<file path="src/hw/rtl/byte_escape_encoder_unit_macros.svh">
// assertion helpers for the byte escape encoder
`ifndef BYTE_ESCAPE_ENCODER_UNIT_MACROS_SVH
`define BYTE_ESCAPE_ENCODER_UNIT_MACROS_SVH

`ifndef NO_ASSERTIONS

`define BEE_ASSERT_SAME(lbl, clk, rst_n, ante, cons, msg) \
    lbl: assert property (@(posedge clk) disable iff (!rst_n) (ante) |-> (cons)) \
        else $error(msg);

`define BEE_ASSERT_NEXT(lbl, clk, rst_n, ante, cons, msg) \
    lbl: assert property (@(posedge clk) disable iff (!rst_n) (ante) |=> (cons)) \
        else $error(msg);

`else

`define BEE_ASSERT_SAME(lbl, clk, rst_n, ante, cons, msg)

`define BEE_ASSERT_NEXT(lbl, clk, rst_n, ante, cons, msg)

`endif

`endif

</file>
<file path="src/hw/rtl/bee_pkg.sv">
`timescale 1ns / 1ps
`default_nettype none

package bee_pkg;

    // width of the output byte counter
    localparam int LenBits = 16;
    localparam int LengthW = 16;
    localparam int LimitW  = 16;
    // compare width: room for the counter plus the largest reserve
    localparam int CmpW    = ((LenBits > LimitW) ? LenBits : LimitW) + 1;

    // longest escape run and the bits to count it
    localparam int MaxRun  = 6;
    localparam int RunW    = 3;

    localparam int CfgIdxW  = 1;
    localparam int CfgDataW = 16;

    localparam logic [CfgIdxW-1:0] CFG_ESCAPE_STYLE = 1'd0;
    localparam logic [CfgIdxW-1:0] CFG_OUT_LIMIT    = 1'd1;

    localparam logic [LimitW-1:0] LIMIT_RESET = 16'd4096;

    typedef enum logic [1:0] {
        STYLE_COPY      = 2'd0,
        STYLE_BACKSLASH = 2'd1,
        STYLE_XML       = 2'd2
    } style_t;

    typedef logic [MaxRun-1:0][7:0] esc_buf_t;

    typedef struct packed {
        logic [7:0] in_byte;
        logic       last_in;
    } in_item_t;

    typedef struct packed {
        logic [7:0]         out_byte;
        logic               byte_valid;
        logic               run_last;
        logic               done_res;
        logic               overflow;
        logic [LengthW-1:0] out_length;
    } out_item_t;

    typedef struct packed {
        style_t            style;
        logic [LimitW-1:0] limit;
    } cfg_t;

endpackage

`default_nettype wire

</file>
<file path="src/hw/rtl/bee_in_fifo.sv">
`timescale 1ns / 1ps
`default_nettype none

// two-entry input queue, stall comes straight from a register
module bee_in_fifo (
    input  wire logic              clk,
    input  wire logic              rst_n,
    input  wire logic              push,
    input  wire bee_pkg::in_item_t push_item,
    output logic                   full,
    output logic                   item_valid,
    output bee_pkg::in_item_t      item,
    input  wire logic              pop
);

    bee_pkg::in_item_t mem_reg [2];
    logic       wr_ptr_reg;
    logic       wr_ptr_next;
    logic       rd_ptr_reg;
    logic       rd_ptr_next;
    logic [1:0] count_reg;
    logic [1:0] count_next;
    logic       do_pop;

    assign full       = (count_reg == 2'd2);
    assign item_valid = (count_reg != 2'd0);
    assign item       = mem_reg[rd_ptr_reg];
    assign do_pop     = pop && item_valid;

    always_comb
    begin
        wr_ptr_next = push ? ~wr_ptr_reg : wr_ptr_reg;
        rd_ptr_next = do_pop ? ~rd_ptr_reg : rd_ptr_reg;
        count_next  = count_reg;
        if (push && !do_pop)
        begin
            count_next = count_reg + 2'd1;
        end
        else if (!push && do_pop)
        begin
            count_next = count_reg - 2'd1;
        end
    end

    always_ff @(posedge clk or negedge rst_n)
    begin
        if (!rst_n)
        begin
            wr_ptr_reg <= 1'b0;
            rd_ptr_reg <= 1'b0;
            count_reg  <= 2'd0;
        end
        else
        begin
            wr_ptr_reg <= wr_ptr_next;
            rd_ptr_reg <= rd_ptr_next;
            count_reg  <= count_next;
        end
    end

    always_ff @(posedge clk)
    begin
        if (push)
        begin
            mem_reg[wr_ptr_reg] <= push_item;
        end
    end

endmodule

`default_nettype wire

</file>
<file path="src/hw/rtl/bee_escape.sv">
`timescale 1ns / 1ps
`default_nettype none

// escape table: one source byte to its run of up to six output bytes
module bee_escape (
    input  wire bee_pkg::style_t        style,
    input  wire logic [7:0]             src_byte,
    output logic [bee_pkg::RunW-1:0]    esc_len,
    output bee_pkg::esc_buf_t           esc_buf
);

    always_comb
    begin
        esc_buf    = '0;
        esc_buf[0] = src_byte;
        esc_len    = bee_pkg::RunW'(1);
        unique case (style)
            bee_pkg::STYLE_BACKSLASH:
            begin
                esc_buf[0] = 8'h5C;
                esc_len    = bee_pkg::RunW'(2);
                unique case (src_byte)
                    8'h00: esc_buf[1] = 8'h30;   // \0
                    8'h09: esc_buf[1] = 8'h74;   // \t
                    8'h0A: esc_buf[1] = 8'h6E;   // \n
                    8'h0D: esc_buf[1] = 8'h72;   // \r
                    8'h5C: esc_buf[1] = 8'h5C;   // double backslash
                    default:
                    begin
                        esc_buf[0] = src_byte;
                        esc_len    = bee_pkg::RunW'(1);
                    end
                endcase
            end
            bee_pkg::STYLE_XML:
            begin
                esc_buf[0] = 8'h26;
                unique case (src_byte)
                    8'h00, 8'h09, 8'h0A, 8'h0D:
                    begin
                        // numeric reference &#xN;
                        esc_buf[1] = 8'h23;
                        esc_buf[2] = 8'h78;
                        esc_buf[4] = 8'h3B;
                        esc_len    = bee_pkg::RunW'(5);
                        unique case (src_byte)
                            8'h00:   esc_buf[3] = 8'h30;
                            8'h09:   esc_buf[3] = 8'h39;
                            8'h0A:   esc_buf[3] = 8'h41;
                            default: esc_buf[3] = 8'h44;
                        endcase
                    end
                    8'h3C:
                    begin
                        esc_buf[1] = 8'h6C;
                        esc_buf[2] = 8'h74;
                        esc_buf[3] = 8'h3B;
                        esc_len    = bee_pkg::RunW'(4);
                    end
                    8'h3E:
                    begin
                        esc_buf[1] = 8'h67;
                        esc_buf[2] = 8'h74;
                        esc_buf[3] = 8'h3B;
                        esc_len    = bee_pkg::RunW'(4);
                    end
                    8'h27:
                    begin
                        esc_buf[1] = 8'h61;
                        esc_buf[2] = 8'h70;
                        esc_buf[3] = 8'h6F;
                        esc_buf[4] = 8'h73;
                        esc_buf[5] = 8'h3B;
                        esc_len    = bee_pkg::RunW'(6);
                    end
                    8'h22:
                    begin
                        esc_buf[1] = 8'h71;
                        esc_buf[2] = 8'h75;
                        esc_buf[3] = 8'h6F;
                        esc_buf[4] = 8'h74;
                        esc_buf[5] = 8'h3B;
                        esc_len    = bee_pkg::RunW'(6);
                    end
                    8'h26:
                    begin
                        esc_buf[1] = 8'h61;
                        esc_buf[2] = 8'h6D;
                        esc_buf[3] = 8'h70;
                        esc_buf[4] = 8'h3B;
                        esc_len    = bee_pkg::RunW'(5);
                    end
                    default:
                    begin
                        esc_buf[0] = src_byte;
                    end
                endcase
            end
            default:
            begin
                esc_buf[0] = src_byte;
            end
        endcase
    end

endmodule

`default_nettype wire

</file>
<file path="src/hw/rtl/bee_encode_core.sv">
`timescale 1ns / 1ps
`default_nettype none

// room check, length and overflow state, run buffer and output register
module bee_encode_core (
    input  wire logic              clk,
    input  wire logic              rst_n,
    input  wire bee_pkg::cfg_t     cfg,
    input  wire logic              item_valid,
    input  wire bee_pkg::in_item_t item,
    output logic                   pop,
    output logic                   out_valid,
    output bee_pkg::out_item_t     out_data,
    input  wire logic              out_stall
);

    localparam logic [bee_pkg::CmpW-1:0] LenMax =
        bee_pkg::CmpW'({bee_pkg::LenBits{1'b1}});

    // counter state
    logic [bee_pkg::LenBits-1:0] count_reg;
    logic [bee_pkg::LenBits-1:0] count_next;
    logic                        ovf_reg;
    logic                        ovf_next;

    // run buffer
    logic                        ser_active_reg;
    logic                        ser_active_next;
    bee_pkg::esc_buf_t           ser_buf_reg;
    bee_pkg::esc_buf_t           ser_buf_next;
    logic [bee_pkg::RunW-1:0]    ser_n_reg;
    logic [bee_pkg::RunW-1:0]    ser_n_next;
    logic [bee_pkg::RunW-1:0]    ser_k_reg;
    logic [bee_pkg::RunW-1:0]    ser_k_next;
    logic                        ser_bytes_reg;
    logic                        ser_bytes_next;
    logic                        ser_last_reg;
    logic                        ser_last_next;
    logic                        ser_ovf_reg;
    logic                        ser_ovf_next;
    logic [bee_pkg::LengthW-1:0] ser_len_reg;
    logic [bee_pkg::LengthW-1:0] ser_len_next;

    // output register
    logic                        out_valid_reg;
    logic                        out_valid_next;
    bee_pkg::out_item_t          out_item_reg;
    bee_pkg::out_item_t          out_item_next;

    bee_pkg::style_t             style_eff;
    logic [bee_pkg::RunW-1:0]    esc_len;
    bee_pkg::esc_buf_t           esc_buf;
    logic [bee_pkg::CmpW-1:0]    limit_clamp;
    logic [bee_pkg::CmpW-1:0]    reserve;
    logic                        room;
    logic [bee_pkg::RunW-1:0]    run_n;
    logic [bee_pkg::RunW-1:0]    items;
    logic [bee_pkg::LenBits-1:0] count_after;
    logic                        ovf_after;
    logic                        out_load;
    logic                        ser_final;
    logic                        ser_free;

    // unused style code behaves as plain copy
    always_comb
    begin
        unique case (cfg.style)
            bee_pkg::STYLE_BACKSLASH: style_eff = bee_pkg::STYLE_BACKSLASH;
            bee_pkg::STYLE_XML:       style_eff = bee_pkg::STYLE_XML;
            default:                  style_eff = bee_pkg::STYLE_COPY;
        endcase
    end

    bee_escape u_escape (
        .style    (style_eff),
        .src_byte (item.in_byte),
        .esc_len  (esc_len),
        .esc_buf  (esc_buf)
    );

    always_comb
    begin
        unique case (style_eff)
            bee_pkg::STYLE_BACKSLASH: reserve = bee_pkg::CmpW'(1);
            bee_pkg::STYLE_XML:       reserve = bee_pkg::CmpW'(7);
            default:                  reserve = '0;
        endcase
    end

    assign limit_clamp = (bee_pkg::CmpW'(cfg.limit) > LenMax) ? LenMax
                                                              : bee_pkg::CmpW'(cfg.limit);
    assign room        = !ovf_reg && ((bee_pkg::CmpW'(count_reg) + reserve) < limit_clamp);
    assign run_n       = room ? esc_len : '0;
    assign count_after = count_reg + bee_pkg::LenBits'(run_n);
    assign ovf_after   = ovf_reg || !room;
    // a dropped final byte still reports the totals in one item
    assign items       = room ? esc_len : (item.last_in ? bee_pkg::RunW'(1) : '0);

    assign out_load  = ser_active_reg && (!out_valid_reg || !out_stall);
    assign ser_final = (ser_k_reg == (ser_n_reg - bee_pkg::RunW'(1)));
    assign ser_free  = !ser_active_reg || (out_load && ser_final);
    assign pop       = item_valid && ser_free;

    always_comb
    begin
        count_next      = count_reg;
        ovf_next        = ovf_reg;
        ser_active_next = ser_active_reg;
        ser_buf_next    = ser_buf_reg;
        ser_n_next      = ser_n_reg;
        ser_k_next      = ser_k_reg;
        ser_bytes_next  = ser_bytes_reg;
        ser_last_next   = ser_last_reg;
        ser_ovf_next    = ser_ovf_reg;
        ser_len_next    = ser_len_reg;
        out_valid_next  = out_valid_reg;
        out_item_next   = out_item_reg;

        if (out_load)
        begin
            out_valid_next            = 1'b1;
            out_item_next.out_byte    = ser_buf_reg[ser_k_reg];
            out_item_next.byte_valid  = ser_bytes_reg;
            out_item_next.run_last    = ser_final;
            out_item_next.done_res    = ser_final && ser_last_reg;
            out_item_next.overflow    = ser_ovf_reg;
            out_item_next.out_length  = ser_len_reg;
            if (ser_final)
            begin
                ser_active_next = 1'b0;
            end
            else
            begin
                ser_k_next = ser_k_reg + bee_pkg::RunW'(1);
            end
        end
        else if (!out_stall)
        begin
            out_valid_next = 1'b0;
        end

        if (pop)
        begin
            count_next = item.last_in ? '0 : count_after;
            ovf_next   = item.last_in ? 1'b0 : ovf_after;
            if (items != '0)
            begin
                ser_active_next = 1'b1;
                ser_buf_next    = room ? esc_buf : '0;
                ser_n_next      = items;
                ser_k_next      = '0;
                ser_bytes_next  = room;
                ser_last_next   = item.last_in;
                ser_ovf_next    = ovf_after;
                ser_len_next    = bee_pkg::LengthW'(count_after);
            end
        end
    end

    always_ff @(posedge clk or negedge rst_n)
    begin
        if (!rst_n)
        begin
            count_reg      <= '0;
            ovf_reg        <= 1'b0;
            ser_active_reg <= 1'b0;
            ser_n_reg      <= '0;
            ser_k_reg      <= '0;
            out_valid_reg  <= 1'b0;
        end
        else
        begin
            count_reg      <= count_next;
            ovf_reg        <= ovf_next;
            ser_active_reg <= ser_active_next;
            ser_n_reg      <= ser_n_next;
            ser_k_reg      <= ser_k_next;
            out_valid_reg  <= out_valid_next;
        end
    end

    always_ff @(posedge clk)
    begin
        ser_buf_reg   <= ser_buf_next;
        ser_bytes_reg <= ser_bytes_next;
        ser_last_reg  <= ser_last_next;
        ser_ovf_reg   <= ser_ovf_next;
        ser_len_reg   <= ser_len_next;
        out_item_reg  <= out_item_next;
    end

    assign out_valid = out_valid_reg;
    assign out_data  = out_item_reg;

endmodule

`default_nettype wire

</file>
<file path="src/hw/rtl/byte_escape_encoder_unit.sv">
`timescale 1ns / 1ps
`default_nettype none

// Streaming string escaper: one source byte in, its escaped run out one byte per word.
// Plain text, where each input word escapes to a single byte, streams at a word per
// cycle while the output is not stalled; an escape of n bytes holds the input while
// the run buffer drains into the output register, which emits one byte each cycle it
// is not stalled. A two-entry input queue drives in_stall from a register. An accepted
// input word passes through the input queue and the run buffer to the output register.
// A dropped byte yields no output word unless it is the last of the string, in which
// case one word with byte_valid low reports length and overflow. Configuration must be
// written only while the block is idle; the block does not enforce it. cfg_ready is always high.
`include "byte_escape_encoder_unit_macros.svh"

module byte_escape_encoder_unit (
    input  wire logic                          clk,
    input  wire logic                          rst_n,
    input  wire logic                          in_valid,
    output logic                               in_stall,
    input  wire bee_pkg::in_item_t             in_data,
    output logic                               out_valid,
    input  wire logic                          out_stall,
    output bee_pkg::out_item_t                 out_data,
    input  wire logic                          cfg_valid,
    output logic                               cfg_ready,
    input  wire logic [bee_pkg::CfgIdxW-1:0]   cfg_index,
    input  wire logic [bee_pkg::CfgDataW-1:0]  cfg_data
);

    bee_pkg::style_t             style_reg;
    bee_pkg::style_t             style_next;
    logic [bee_pkg::LimitW-1:0]  limit_reg;
    logic [bee_pkg::LimitW-1:0]  limit_next;
    bee_pkg::cfg_t               cfg;
    logic                        q_valid;
    bee_pkg::in_item_t           q_item;
    logic                        q_pop;
    logic                        in_push;

    assign cfg_ready = 1'b1;

    always_comb
    begin
        style_next = style_reg;
        limit_next = limit_reg;
        if (cfg_valid && cfg_ready)
        begin
            unique case (cfg_index)
                bee_pkg::CFG_ESCAPE_STYLE: style_next = bee_pkg::style_t'(cfg_data[1:0]);
                bee_pkg::CFG_OUT_LIMIT:    limit_next = bee_pkg::LimitW'(cfg_data);
                default:                   style_next = style_reg;
            endcase
        end
    end

    always_ff @(posedge clk or negedge rst_n)
    begin
        if (!rst_n)
        begin
            style_reg <= bee_pkg::STYLE_COPY;
            limit_reg <= bee_pkg::LIMIT_RESET;
        end
        else
        begin
            style_reg <= style_next;
            limit_reg <= limit_next;
        end
    end

    assign cfg.style = style_reg;
    assign cfg.limit = limit_reg;
    assign in_push   = in_valid && !in_stall;

    bee_in_fifo u_in_fifo (
        .clk        (clk),
        .rst_n      (rst_n),
        .push       (in_push),
        .push_item  (in_data),
        .full       (in_stall),
        .item_valid (q_valid),
        .item       (q_item),
        .pop        (q_pop)
    );

    bee_encode_core u_core (
        .clk        (clk),
        .rst_n      (rst_n),
        .cfg        (cfg),
        .item_valid (q_valid),
        .item       (q_item),
        .pop        (q_pop),
        .out_valid  (out_valid),
        .out_data   (out_data),
        .out_stall  (out_stall)
    );

    // end of string only ever falls on the last word of a run
    `BEE_ASSERT_SAME(a_done_on_run_last, clk, rst_n, out_valid && out_data.done_res, out_data.run_last, "done_res without run_last")

    // a word without a real byte is only the report for a dropped final byte
    `BEE_ASSERT_SAME(a_empty_is_done, clk, rst_n, out_valid && !out_data.byte_valid, out_data.done_res && out_data.overflow && out_data.out_byte == 8'd0, "empty word outside a dropped final byte")

    // after the end of a string the next string starts from zero length
    `BEE_ASSERT_NEXT(a_clear_after_done, clk, rst_n, out_valid && !out_stall && out_data.done_res, !out_valid || out_data.done_res || out_data.out_length != 16'd0, "length not restarted after end of string")

endmodule

`default_nettype wire

</file>
<file path="config.mk">
export PLATFORM = sky130hd
export DESIGN_NAME = byte_escape_encoder_unit
export DESIGN_NICKNAME = d
export VERILOG_FILES = /design/src/hw/rtl/bee_pkg.sv /design/src/hw/rtl/bee_in_fifo.sv /design/src/hw/rtl/bee_escape.sv /design/src/hw/rtl/bee_encode_core.sv /design/src/hw/rtl/byte_escape_encoder_unit.sv
export VERILOG_INCLUDE_DIRS = /design/src /design/src/hw/rtl
export SDC_FILE = /design/constraint.sdc
export NUM_CORES = 1
export LEC_CHECK = 0
export ABC_AREA = 1
export BUFFER_PORTS_ARGS = -buffer_cell sky130_fd_sc_hd__buf_2
export CORE_MARGIN = 10
export CORE_UTILIZATION = 51
export DETAILED_ROUTE_END_ITERATION = 6
export GPL_TIMING_DRIVEN = 0
export PLACE_DENSITY = 0.69
export SYNTH_ARGS = -nofsm -noshare
export SYNTH_HDL_FRONTEND = slang
export SYNTH_HIERARCHICAL = 1
export SYNTH_SLANG_ARGS = --single-unit
</file>
<file path="constraint.sdc">
create_clock -name clk -period 13.9 [get_ports clk]
set_clock_uncertainty 0.05 [all_clocks]
set_input_delay 0 -clock clk [delete_from_list [all_inputs] [get_ports clk]]
set_output_delay 0 -clock clk [all_outputs]
set_load 0.05 [all_outputs]
</file>
== Yosys cells after proc, flatten, opt, wreduce, memory -nomap -nowiden ==
Memory sizes are Yosys's and may differ from the RTL's.
Cells that the tools add are included.
Word-level totals
  memories: 1
  bits in writable memories: 18
  register bits: 142
  bits of input ports: 31
  logic and storage cells: 124
Memories
  u_in_fifo.mem_reg: depth 2, width 9, rd ports 1, clocked after memory_dff 0, write ports 1, RTL line bee_in_fifo.sv:16  | bee_pkg::in_item_t mem_reg [2];
Cells by class
  $lt $le $gt $ge: 2
  multiplexer cells: 35
  add/subtract/negate cells: 6
  bitwise gates (word level): 3
  reduce and logical (&&, ||, !) cells: 34
  equality and inequality tests: 16
Operators with widths (number)
  one-hot mux 24 bit (6 select lines): 1
  one-hot mux 7 bit (3 select lines): 2
  equality test 8 x 6 -> 1 bit (second input constant): 5
  one-hot mux 7 bit (5 select lines): 1
  one-hot mux 8 bit (2 select lines): 2
  binary-select mux 8 bit (select 3 bit): 1
  equality test 8 x 4 -> 1 bit (second input constant): 3
  two-way mux 8 bit: 3
  two-way mux 3 bit: 6
  adder 16 x 3 -> 17 bit: 1
  less-than comparator 17 x 16 -> 1 bit: 1
  adder 16 x 3 -> 16 bit: 1
  two-way mux 16 bit: 1
  one-hot mux 3 bit (2 select lines): 2
  two-way mux 1 bit: 10
  OR reduction 5 bit: 2
  logical AND 1 bit: 9
  one-hot mux 3 bit (3 select lines): 1
  OR reduction 9 bit: 1
  equality test 8 x 7 -> 1 bit (second input constant): 1
  zero test 1 bit: 8
  zero test 8 bit: 1
  AND reduction 2 bit: 4
  equality test 2 bit (second input constant): 3
  other kinds (17): 26

== Longest topological paths before layout ==
Gate-level depths: netlist (run 1).
  word-level depth: 11
  depth in mapped cells: 35
  mapped depth without buffers: 35

== Cells and area by module ==
The synthesis (run 1) kept the hierarchy.
Modules (own cells, without submodules)
  bee_encode_core: instances 1, cells each 592, area an instance 5967.0 um^2
  bee_escape: instances 1, cells each 185, area an instance 1009.7 um^2
  bee_in_fifo: instances 1, cells each 74, area an instance 872.1 um^2
  byte_escape_encoder_unit: instances 1, cells each 84, area an instance 787.0 um^2

== Least setup slack after synthesis (run 1) ==
OpenSTA, ideal clock, no wires.
  path kind: register to register
  start point: register style_reg[0]
  end point: register u_core/ser_len_reg[14] (netlist name) (data pin)
  stages on the path, launching flop included: 32
  data arrival time: 4094 ps
  slack: 9500 ps
  cells stage by stage: dfrtp_1 > inv_1 > ha_1 > xor2_1 > ha_1 > a21o_1 > nand2_2 > nand2_2 > nand2_2 > nor2_4 > nand3_1 > nor2_1 > xor2_1 > inv_1 > ha_1 > nand2_1 > o21a_1 > nand2_1 > nand2_1 > nand2_1 > nand2_1 > nand3_2 > inv_1 > ha_1 > fa_1 > nand3_1 > nand2_1 > nand4_1 > nor2_1 > nand2_1 > xor2_1 > inv_1
On the way
  cells in the longest elaborated chain, start to end: 9
  elaborated cells between the ends (all ways): 12
RTL lines
  start: declaration: RTL line byte_escape_encoder_unit.sv:30  | bee_pkg::style_t style_reg;
  start signal: assignment: RTL line byte_escape_encoder_unit.sv:60  | style_reg <= bee_pkg::STYLE_COPY;
  start signal: assignment: RTL line byte_escape_encoder_unit.sv:65  | style_reg <= style_next;
  equality test 2 bit or equality test 2 x 1 -> 1 bit (tied branches): RTL line bee_encode_core.sv:67  | unique case (cfg.style)
  one-hot mux 2 bit (2 select lines) *: RTL line bee_encode_core.sv:67
  net u_core.style_eff[1]: RTL line bee_encode_core.sv:50  | bee_pkg::style_t style_eff;
  equality test 2 bit or equality test 2 x 1 -> 1 bit (tied branches): RTL line bee_escape.sv:17, bee_encode_core.sv:83
  one-hot mux 3 bit (2 select lines): RTL line bee_encode_core.sv:83  | unique case (style_eff)
  adder 16 x 3 -> 17 bit: RTL line bee_encode_core.sv:92  | assign room = !ovf_reg && ((bee_pkg::CmpW'(count_reg) + reserve) < limit_clamp);
  less-than comparator 17 x 16 -> 1 bit: RTL line bee_encode_core.sv:92
  logical AND 1 bit: RTL line bee_encode_core.sv:92
  two-way mux 3 bit *: RTL line bee_encode_core.sv:93  | assign run_n = room ? esc_len : '0;
  adder 16 x 3 -> 16 bit *: RTL line bee_encode_core.sv:94  | assign count_after = count_reg + bee_pkg::LenBits'(run_n);
  net u_core.count_after, one bit: RTL line bee_encode_core.sv:58  | logic [bee_pkg::LenBits-1:0] count_after;
  end signal: assignment: RTL line bee_encode_core.sv:188  | ser_len_reg <= ser_len_next;
  end: declaration: RTL line bee_encode_core.sv:41  | logic [bee_pkg::LengthW-1:0] ser_len_reg;
The timed path passes the listed nets; every way through them passes the cells marked *.
A chain may end at the register's enable or synchronous reset.

== Final worst setup path (run 1) ==
  start point: register style_reg[0]
  end point: register u_core/count_reg[11] (netlist name)
On the way
  cells in the longest elaborated chain, start to end: 10
  elaborated cells between the ends (all ways): 13
RTL lines
  equality test 2 bit or equality test 2 x 1 -> 1 bit (tied branches): RTL line bee_encode_core.sv:67
  one-hot mux 2 bit (2 select lines) *: RTL line bee_encode_core.sv:67
  net u_core.style_eff[1]: RTL line bee_encode_core.sv:50
  equality test 2 bit or equality test 2 x 1 -> 1 bit (tied branches): RTL line bee_escape.sv:17, bee_encode_core.sv:83
  one-hot mux 3 bit (2 select lines): RTL line bee_encode_core.sv:83
  adder 16 x 3 -> 17 bit: RTL line bee_encode_core.sv:92
  less-than comparator 17 x 16 -> 1 bit: RTL line bee_encode_core.sv:92
  logical AND 1 bit: RTL line bee_encode_core.sv:92
  two-way mux 3 bit *: RTL line bee_encode_core.sv:93
  adder 16 x 3 -> 16 bit *: RTL line bee_encode_core.sv:94
  net u_core.count_after, one bit: RTL line bee_encode_core.sv:58
  two-way mux 16 bit *: RTL line bee_encode_core.sv:144  | count_next = item.last_in ? '0 : count_after;
  end signal: assignment: RTL line bee_encode_core.sv:173  | count_reg <= count_next;
  end: declaration: RTL line bee_encode_core.sv:21  | logic [bee_pkg::LenBits-1:0] count_reg;
Marks and branches as above.

==> summary.md, run 1 <==
| Metric | Value |
|---|---|
| CTS tree | `done` |
| Largest family of logic cells by synthesized area | `simple AND/OR/NAND/NOR gates` |
| Max incr delay on CP | `400 ps` |
| P_leak | `4.73 nW` |
| VDD IR-drop max | `0.142 mV` |
| Resized Gates After CTS | `0` |
| Crit path DAT | `5400 ps` |
| Unrepaired setup endpoints after global routing | `no` |
| Crit end category | `flip-flop` |
| Overall Global Routing Usage | `16.7%` |
| Fin. max-slew vios | `0` |
| Main synth FF type | `edfxtp_1` |
| CTS root buffer | `clkbuf_16` |
| Initial antenna violation count | `1` |
| Slowest-stage cell, CP | `dfrtp_1` |
| Syn. warnings | `6` |
| Hold Crit Class | `in -> reg` |
| Chip width | `150 microns` |
| Global route overflow | `0` |
| Port Buf Inserts | `59` |
| # fillers | `1410` |
| Sequential element share of the synthesized area | `52.9%` |
| Min Hold Slack | `251 ps` |
| Vias in the first global route | `6168` |
| Post-CTS setup buffer count | `0` |
| Row count | `47` |
| Final HPWL DP | `12800 microns` |
| Pre-CTS setup slack | `8810 ps` |
| Max-Cap Viols | `0` |
| Final setup violation count | `0` |
| CP required | `14190 ps` |
| DR iter-0 viols | `433` |
| Synth Register Bits | `160` |
| Met1 GRT Util | `23.3%` |
| FMAX | `196 MHz` |
| Max reg flops | `48` |
| Die area | `0.0225 sq mm` |
| Die H | `150 microns` |
| Worst Max-Slew Pin Slew | `1090 ps` |
| EDFF count, synth | `113` |
| DRT Pass-1 Iters | `5` |
| Period utilisation layout | `36.7%` |
| # H-tree levels | `4` |
| Ant. Diodes | `0` |
| Critical Path Source Type | `flip-flop` |
| Busiest layer in global routing | `met2` |
| Via count | `6365` |
| Largest net degree at the start of global routing | `71` |
| Synth Area in Simple Gates | `22.1%` |
| Power density over the cells | `216 mW/mm^2` |
| Clock Latency Late Sink | `430 ps` |
| Crit-path leading delay family | `simple AND/OR/NAND/NOR gates` |
| P&R area growth vs syn | `19.8%` |
| First-pass GRT wire length | `30200 microns` |
| Post-synth cell types | `46` |
| Total power | `2.24 mW` |
| Final net count | `1133` |
| Initial core utilization | `52.1%` |
| Final Worst Setup Slack | `8800 ps` |
| Met2 usage | `25.1%` |
| Share of cells above drive strength 1 | `18.9%` |
| I/O pin cnt | `62` |
| Crit-path max FO | `8` |
| Adder-cell share of the synthesized area | `4.29%` |
| Number of routed nets with antenna violations | `0` |
| Min Tclk post-route | `5100 ps` |
| Rel. slew slack | `27.4%` |
| CTS clk-pin slew, worst paths | `60 ps` |
| Status | `finished, final reports clean` |
| Bufs and invs on worst path | `3` |
| Met3 usage | `3.72%` |
| Design area | `0.0103 sq mm` |
| Clk sinks | `160` |
| Start-to-end type of the worst setup path | `reg -> reg` |
| XOR/XNOR Fraction of Synth Area | `3.84%` |
| Routability cong. | `0.894` |
| Dpl cell area | `0.00923 sq mm` |
| Routed WL | `18000 microns` |
| Wirelength per Cell | `13.8 microns` |
| CTS buffer count | `17` |
| Longest Clk Path Bufs | `2` |
| Core ar. | `0.0166 sq mm` |
| Synthesized area | `0.00864 sq mm` |
| Mapped Cells | `935` |
| Async set or reset register ratio after synthesis | `29.4%` |
| Mean Syn Cell Area | `9.24 sq um` |
| Drt via density | `4.87` |
| Post-route DRC | `0` |
| Final hold violation count | `0` |
| Setup tns final | `0 ps` |
| Post-synthesis mux area share | `0%` |
| Post-synthesis compound-gate area fraction | `5.95%` |
==> cells in the final DEF (no fill, tap or decap), drive strengths merged <==
cell type	count
a41oi	1
conb	9
dfstp	1
or2	1
o22ai	3
nand4	6
clkinvlp	2
o21ai	52
edfxtp	113
clkbuf	31
buf	92
bufinv	2
o211ai	3
a31oi	2
nor2	140
dfrtp	46
nand3	57
nor4	1
clkinv	5
and3	1
fa	1
nand2	200
xnor2	4
o32ai	8
a21o	2
xor2	33
dlygate4sd3	53
o21a	1
a21oi	14
inv	166
nor3	7
o2111ai	1
ha	28
==> worst paths after layout <==
| kind | slack, ps | cells past startpoint | to | from |
|---|---|---|---|---|
| min in group asynchronous | 270 | 2 | limit_reg[8]$_DFFE_PN0P_ | rst_n |
| min reg2reg | 370 | 0 | u_core/out_data[0]$_DFFE_PP_ | u_core/ser_len_reg[0]$_DFFE_PP_ |
| max in group asynchronous | 12850 | 2 | u_core/count_reg[11]$_DFFE_PN0P_ | rst_n |
| max reg2reg | 8800 | 31 | u_core/count_reg[11]$_DFFE_PN0P_ | style_reg[0]$_DFFE_PN0P_ |
| min | 250 | 2 | u_in_fifo/mem_reg[1][5]$_DFFE_PP_ | in_data[5] |
| max | 8800 | 31 | u_core/count_reg[11]$_DFFE_PN0P_ | style_reg[0]$_DFFE_PN0P_ |
==> Yosys cell counts, types with 10 or more instances <==
master      n  share of area (%)
nor2_1    121                5.3
nand2_1   167                7.3
inv_2      18               0.78
inv_1     145                6.3
nand2_4    10                1.3
ha_1       28                4.1
nor2_2     12               0.87
nand2_2    23                1.7
buf_4      20                1.7
xor2_1     32                3.2
nand3_1    53                3.1
dfrtp_1    46                 13
o21ai_0    46                2.7
edfxtp_1  113                 39
a21oi_1    14               0.81
==> through the flow <==
stage	util, %	std cells
after CTS	62.4	1306
after global routing	62.4	1306
final	62.4	1306
after global placement	55.7	1221
after detailed placement	55.7	1221
after floorplan	-	942
==> kinds of logic after synthesis <==
kind of cell | after synthesis
AOI/OAI and AO/OA | 87
adders and majority gates | 29
and+or+nand+nor | 413
DFF | 160
other | 2
xor gates and xnor gates | 37
buffers and inverters | 207
==> metal layers <==
| layer | share of wire (%) | routed length (microns) |
|---|---|---|
| met5 | 0.039 | 7 |
| met3 | 5.7 | 1020 |
| met1 | 48 | 8720 |
| met4 | 1.7 | 298 |
| met2 | 44 | 7970 |
==> area by class of cell <==
class | instances | area (sq um) | area share (%)
Sequential cell | 160 | 4570 | 44.2
Clock buffer | 21 | 450 | 4.35
Inverter | 164 | 616 | 5.95
Timing Repair Buffer | 112 | 826 | 7.98
Buffer | 43 | 319 | 3.08
Clock inverter | 11 | 130 | 1.26
Tap cell | 220 | 275 | 2.66
Multi-Input combinational cell | 575 | 3160 | 30.5
==> where the power goes <==
group,internal [mW],switching [mW],total (mW)
combinational,0.242,0.680,0.922
sequential,0.793,0.0651,0.859
clock,0.271,0.186,0.457
==> timing repair <==
action	in CTS	in global routing
setup endpoints to repair	0	0
hold endpoints to repair	84	0
hold buffers	53	0
Note: power is estimated with default switching activity, not from simulation.
==> run 2, diff against run 1 <==
==> constraint.sdc (replaced) <==
create_clock -name clk -period 5.3 [get_ports clk]
set_clock_uncertainty 0.05 [all_clocks]
set_input_delay 0 -clock clk [delete_from_list [all_inputs] [get_ports clk]]
set_output_delay 0 -clock clk [all_outputs]
set_load 0.05 [all_outputs]
==> run 2 against run 1 <==
Clock power grew to 2.6 times the previous value; combinational power grew to 2.6 times the previous value; hold slack gained 1.5 ps; non-clock buffer count is the same; largest power group unchanged; highest routed layer unchanged; register-to-register slack lost 8400 ps; fmax grew 5.0%; sequential power grew to 2.6 times the previous value.
==> summary.md, run 2 (synthesized netlist as in run 1, its figures left out) <==
| Metric | Value |
|---|---|
| P_int | `3.43 mW` |
| Crit-path max FO | `4` |
| Final Util | `62.6%` |
| Pre-CTS setup slack | `210 ps` |
| Min Tclk post-route | `4860 ps` |
| Worst Max-Slew Pin Slew | `1080 ps` |
| Final Worst Setup Slack | `441 ps` |
| Crit-path leading delay family | `simple AND/OR/NAND/NOR gates` |
| Final HPWL DP | `12800 microns` |
| Switch share | `41.6%` |
| Die area | `0.0225 sq mm` |
| CP required | `5430 ps` |
| Min Hold Slack | `253 ps` |
| Global route overflow | `0` |
| Slowest-stage cell, CP | `fa_1` |
| Longest Clk Path Bufs | `2` |
| I/O pin cnt | `62` |
| Bufs and invs on worst path | `4` |
| Final cell count without fillers | `1306` |
| Comb power frac | `41.3%` |
| Clock Latency Late Sink | `430 ps` |
| Routed WL | `17900 microns` |
| Post-CTS setup buffer count | `0` |
| Commonest non-fill, non-tap cell in the layout | `nand2_1` |
| Max-Cap Viols | `0` |
| Initial core utilization | `52.1%` |
| VDD IR-drop max | `0.373 mV` |
| Number of routed nets with antenna violations | `0` |
| Commonest cells after routing, fill and taps aside | `nand2_1 (165), inv_1 (145), nor2_1 (116)` |
| # fillers | `1400` |
| DR iter-0 viols | `396` |
| FMAX | `206 MHz` |
| Final net count | `1133` |
| Port Buf Inserts | `59` |
| Chip width | `150 microns` |
| Power density over the cells | `565 mW/mm^2` |
| Vias in the first global route | `6168` |
| Ant. Diodes | `0` |
| DRT Pass-1 Iters | `5` |
| Fin. max-slew vios | `0` |
| Core ar. | `0.0166 sq mm` |
| CTS clk-pin slew, worst paths | `60 ps` |
| CTS tree | `done` |
| Clk sinks | `160` |
| Unrepaired setup endpoints after global routing | `yes` |
| Status | `finished, final reports clean` |
| Critical Path Source Type | `flip-flop` |
| CTS buffer count | `17` |
| Overall Global Routing Usage | `16.7%` |
| Period utilisation layout | `91.7%` |
| Row count | `47` |
| P_leak | `4.73 nW` |
| Post-route DRC | `0` |
| Clk pwr share | `20.4%` |
| Crit end category | `flip-flop` |
| Largest net degree at the start of global routing | `71` |
| Final hold violation count | `0` |
| Crit path DAT | `4990 ps` |
| Rel. slew slack | `27.7%` |
| Routability cong. | `0.894` |
| # H-tree levels | `4` |
| First-pass GRT wire length | `30200 microns` |
| Max incr delay on CP | `410 ps` |
| Placed Cells | `1221` |
| Max reg flops | `48` |
| Hold Crit Class | `in -> reg` |
| Register share of total power | `38.4%` |
| P&R area growth vs syn | `20.2%` |
| CTS root buffer | `clkbuf_16` |
| Wirelength per Cell | `13.7 microns` |
| Switch Pwr | `2.44 mW` |
| Drt via density | `4.88` |
| Share of cells above drive strength 1 | `19.8%` |
| Die H | `150 microns` |
| Reg2Reg Setup Slack | `440 ps` |
| Final setup violation count | `0` |
| Via count | `6368` |
| Initial antenna violation count | `1` |
| Start-to-end type of the worst setup path | `reg -> reg` |
==> run 2: routing by layer <==
metal	share of wire (%)	global-route usage, %
met2	44	25.1
met1	48	23.3
met5	0.039	0
met4	1.6	5.93
met3	6.0	3.72
==> run 2: worst paths after layout <==
kind,cells past startpoint,from,end
worst max-delay path,31,style_reg[0]$_DFFE_PN0P_,u_core/ser_len_reg[14]$_DFFE_PP_
min in group asynchronous,2,rst_n,u_core/count_reg[8]$_DFFE_PN0P_
worst max register to register,31,style_reg[0]$_DFFE_PN0P_,u_core/ser_len_reg[14]$_DFFE_PP_
worst min-delay path,2,in_data[5],u_in_fifo/mem_reg[1][5]$_DFFE_PP_
worst min register to register,0,u_core/ser_len_reg[0]$_DFFE_PP_,u_core/out_data[0]$_DFFE_PP_
max in group asynchronous,2,rst_n,u_core/count_reg[4]$_DFFE_PN0P_
==> run 2: repair_timing <==
item,in CTS,in global routing
setup endpoints to repair,0,18
hold endpoints to repair,84,0
gates resized for setup,0,11
hold buffers,53,0
==> run 2: cell type report <==
class | instances | area, sq um | area share, %
sequential | 160 | 4570 | 44.0
multi-input combinational | 575 | 3200 | 30.8
timing repair buffer | 112 | 826 | 7.95
inverter | 164 | 616 | 5.93
clock buffer | 21 | 450 | 4.34
buffer | 43 | 319 | 3.07
tap | 220 | 275 | 2.65
clock inverter | 11 | 130 | 1.25
==> run 2: power groups by stage <==
stage	sequential (mW)	clock (mW)	combinational, mW
6_report	2.25	1.20	2.42
5_1_grt	2.30	1.27	2.68
4_1_cts	2.25	1.22	2.42
3_5_place_dp	2.27	0	2.37
3_3_place_gp	2.26	0	2.35
2_1_floorplan	2.64	0	1.40
==> run 2: through the flow <==
stage	TNS, ps	cell area, sq um	power [mW]
after floorplan	0	8660	4.04
after global placement	0	9230	4.61
after detailed placement	0	9230	4.65
after CTS	0	10300	5.90
after global routing	-3.82	10400	6.26
final	0	10400	5.87
==> run 3, diff against run 2 <==
==> constraint.sdc (replaced) <==
create_clock -name clk -period 5.3 [get_ports clk]
set_clock_uncertainty 0.05 [all_clocks]
set_input_delay 0.265 -clock clk [delete_from_list [all_inputs] [get_ports clk]]
set_output_delay 0.265 -clock clk [all_outputs]
set_load 0.05 [all_outputs]
==> run 3 against run 2 <==
The run now ends with negative hold slack left; sequential cell count stayed put; global-route usage fell by 0.60 points; final cell count shrank 3.3%; first-iteration DRC count grew 5.1%; setup slack worse by 15 ps; routed wire length decreased by 3.1%.
==> summary.md, run 3 (synthesized netlist as in run 1, its figures left out) <==
| Metric | Value |
|---|---|
| Clock Latency Late Sink | `430 ps` |
| Total power | `5.84 mW` |
| Fin. max-slew vios | `0` |
| Wire length on met1 | `8590 microns` |
| Die H | `150 microns` |
| Met3 routed WL | `1060 microns` |
| Final net count | `1090` |
| Max incr delay on CP | `410 ps` |
| FMAX | `205 MHz` |
| Routed WL | `17400 microns` |
| Min Tclk post-route | `4870 ps` |
| Worst Setup SP | `style_reg[0]$_DFFE_PN0P_` |
| Max-Cap Viols | `0` |
| Reg-to-reg endpoint | `u_core/ser_len_reg[14]$_DFFE_PP_` |
| Design area | `0.00995 sq mm` |
| CTS buffer count | `17` |
| Rel. slew slack | `26.5%` |
| Overall Global Routing Usage | `16.1%` |
| Drt via density | `4.85` |
| Worst Max-Slew Pin Slew | `1100 ps` |
| First-pass GRT wire length | `29100 microns` |
| Pre-CTS setup slack | `210 ps` |
| P&R area growth vs syn | `15.2%` |
| Vias in the first global route | `5913` |
| Final Worst Setup Slack | `427 ps` |
| Crit-path max FO | `4` |
| Row count | `47` |
| DR iter-0 viols | `416` |
| Global route overflow | `0` |
| Crit end category | `flip-flop` |
| Routability cong. | `0.894` |
| CTS tree | `done` |
| Via count | `6131` |
| Initial core utilization | `52.1%` |
| Post-route DRC | `0` |
| Min Hold Slack | `-8.39 ps` |
| Clk sinks | `160` |
| R2R depth | `31` |
| Critical Path Source Type | `flip-flop` |
| CP endpoint | `u_core/ser_len_reg[14]$_DFFE_PP_` |
| Chip width | `150 microns` |
| Final hold violation count | `14` |
| Commonest cells after routing, fill and taps aside | `nand2_1 (165), inv_1 (145), nor2_1 (116)` |
| Reg-to-Reg Start | `style_reg[0]$_DFFE_PN0P_` |
| Final HPWL DP | `12800 microns` |
| Core ar. | `0.0166 sq mm` |
| Final setup violation count | `0` |
| Crit-path leading delay family | `simple AND/OR/NAND/NOR gates` |
| Port Buf Inserts | `59` |
| Crit path DAT | `5000 ps` |
| Number of routed nets with antenna violations | `0` |
| Bufs and invs on worst path | `4` |
| CP required | `5430 ps` |
| Power density over the cells | `587 mW/mm^2` |
| Placed Cells | `1221` |
| # H-tree levels | `4` |
| Final cell count without fillers | `1263` |
| Share of cells above drive strength 1 | `20.6%` |
| CTS root buffer | `clkbuf_16` |
| Top sig layer | `met4` |
| DRT Pass-1 Iters | `6` |
| VDD IR-drop max | `0.373 mV` |
| P_leak | `4.58 nW` |
| Largest net degree at the start of global routing | `71` |
| Ant. Diodes | `0` |
| Reg2Reg Setup Slack | `430 ps` |
| Status | `complete, but fails checks` |
| CP Depth | `31` |
| Wirelength per Cell | `13.8 microns` |
| Unrepaired setup endpoints after global routing | `yes` |
| Dpl cell area | `0.00923 sq mm` |
| Period utilisation layout | `91.9%` |
| Commonest non-fill, non-tap cell in the layout | `nand2_1` |
| CTS clk-pin slew, worst paths | `60 ps` |
| I/O pin cnt | `62` |
| # fillers | `1457` |
| Die area | `0.0225 sq mm` |
| Start-to-end type of the worst setup path | `reg -> reg` |
| Longest Clk Path Bufs | `2` |
| Post-CTS setup buffer count | `0` |
| Final Util | `60.0%` |
| Length of routed met2 wiring | `7480 microns` |
| Hold Crit Class | `in -> async` |
| Slowest-stage cell, CP | `fa_1` |
| Max reg flops | `48` |
| Initial antenna violation count | `0` |
| Violated checks | `negative hold slack` |
run 3: changes by cell type in the layout (fill, tap and decap cells not counted), sizes merged:
cell / before / now
dlygate4sd3: 53 / 10
run 3: worst min-delay path by stage:
stage | startpoint | to | slack (ps)
after floorplan | rst_n | limit_reg[0]$_DFFE_PN0P_ | -80
after CTS | cfg_data[15] | limit_reg[15]$_DFFE_PN0P_ | 1
after detailed placement | u_core/ser_len_reg[0]$_DFFE_PP_ | u_core/out_data[0]$_DFFE_PP_ | 350
after global routing | cfg_data[14] | limit_reg[14]$_DFFE_PN0P_ | 20
after global placement | u_core/ser_len_reg[9]$_DFFE_PP_ | u_core/out_data[9]$_DFFE_PP_ | 350
final | rst_n | u_core/count_reg[8]$_DFFE_PN0P_ | -8
run 3: through the flow:
step                setup TNS, ps  hold slack, ps
floorplan                       0           -80.6
global placement                0             352
detailed placement              0             355
CTS                             0           0.985
global route                -5.09            16.7
finish                          0           -8.39
run 3: area by class of cell:
class	count	area (sq um)	share of cell area [%]
flip-flops and latches	160	4570	45.9
plain buffers	43	319	3.21
inverters	164	616	6.19
clock inverters	11	130	1.31
well taps	220	275	2.77
repair buffers	69	395	3.97
clock buffers	21	450	4.53
multi-input cells	575	3200	32.1
run 3: what timing repair did:
item	in CTS	in global routing
setup endpoints to repair	0	18
gates resized for setup	0	11
hold buffers	10	0
endpoints found under the hold margin	19	0
run 3: routing by layer:
| layer | up-vias | global-route usage [%] |
|---|---|---|
| li1 | 3147 | - |
| met1 | 2813 | 23.1 |
| met2 | 150 | 23.4 |
| met3 | 21 | 3.63 |
| met4 | 0 | 5.78 |
| met5 | - | 0 |
run 3: worst reg2reg max path: cells and delay by family, from the launching register on:
family / cells / cell delay (ps)
AOI/OAI and AO/OA: 2 / 310
and+or+nand+nor: 17 / 1620
DFF: 1 / 400
buffers and inverters: 4 / 270
xor gates and xnor gates: 3 / 630
adders and majority gates: 5 / 1330
run 3: where the power goes:
part	switching [mW]	internal (mW)	total, mW
Sequential	0.170	2.08	2.25
Clock	0.488	0.711	1.20
Combinational	1.78	0.613	2.39
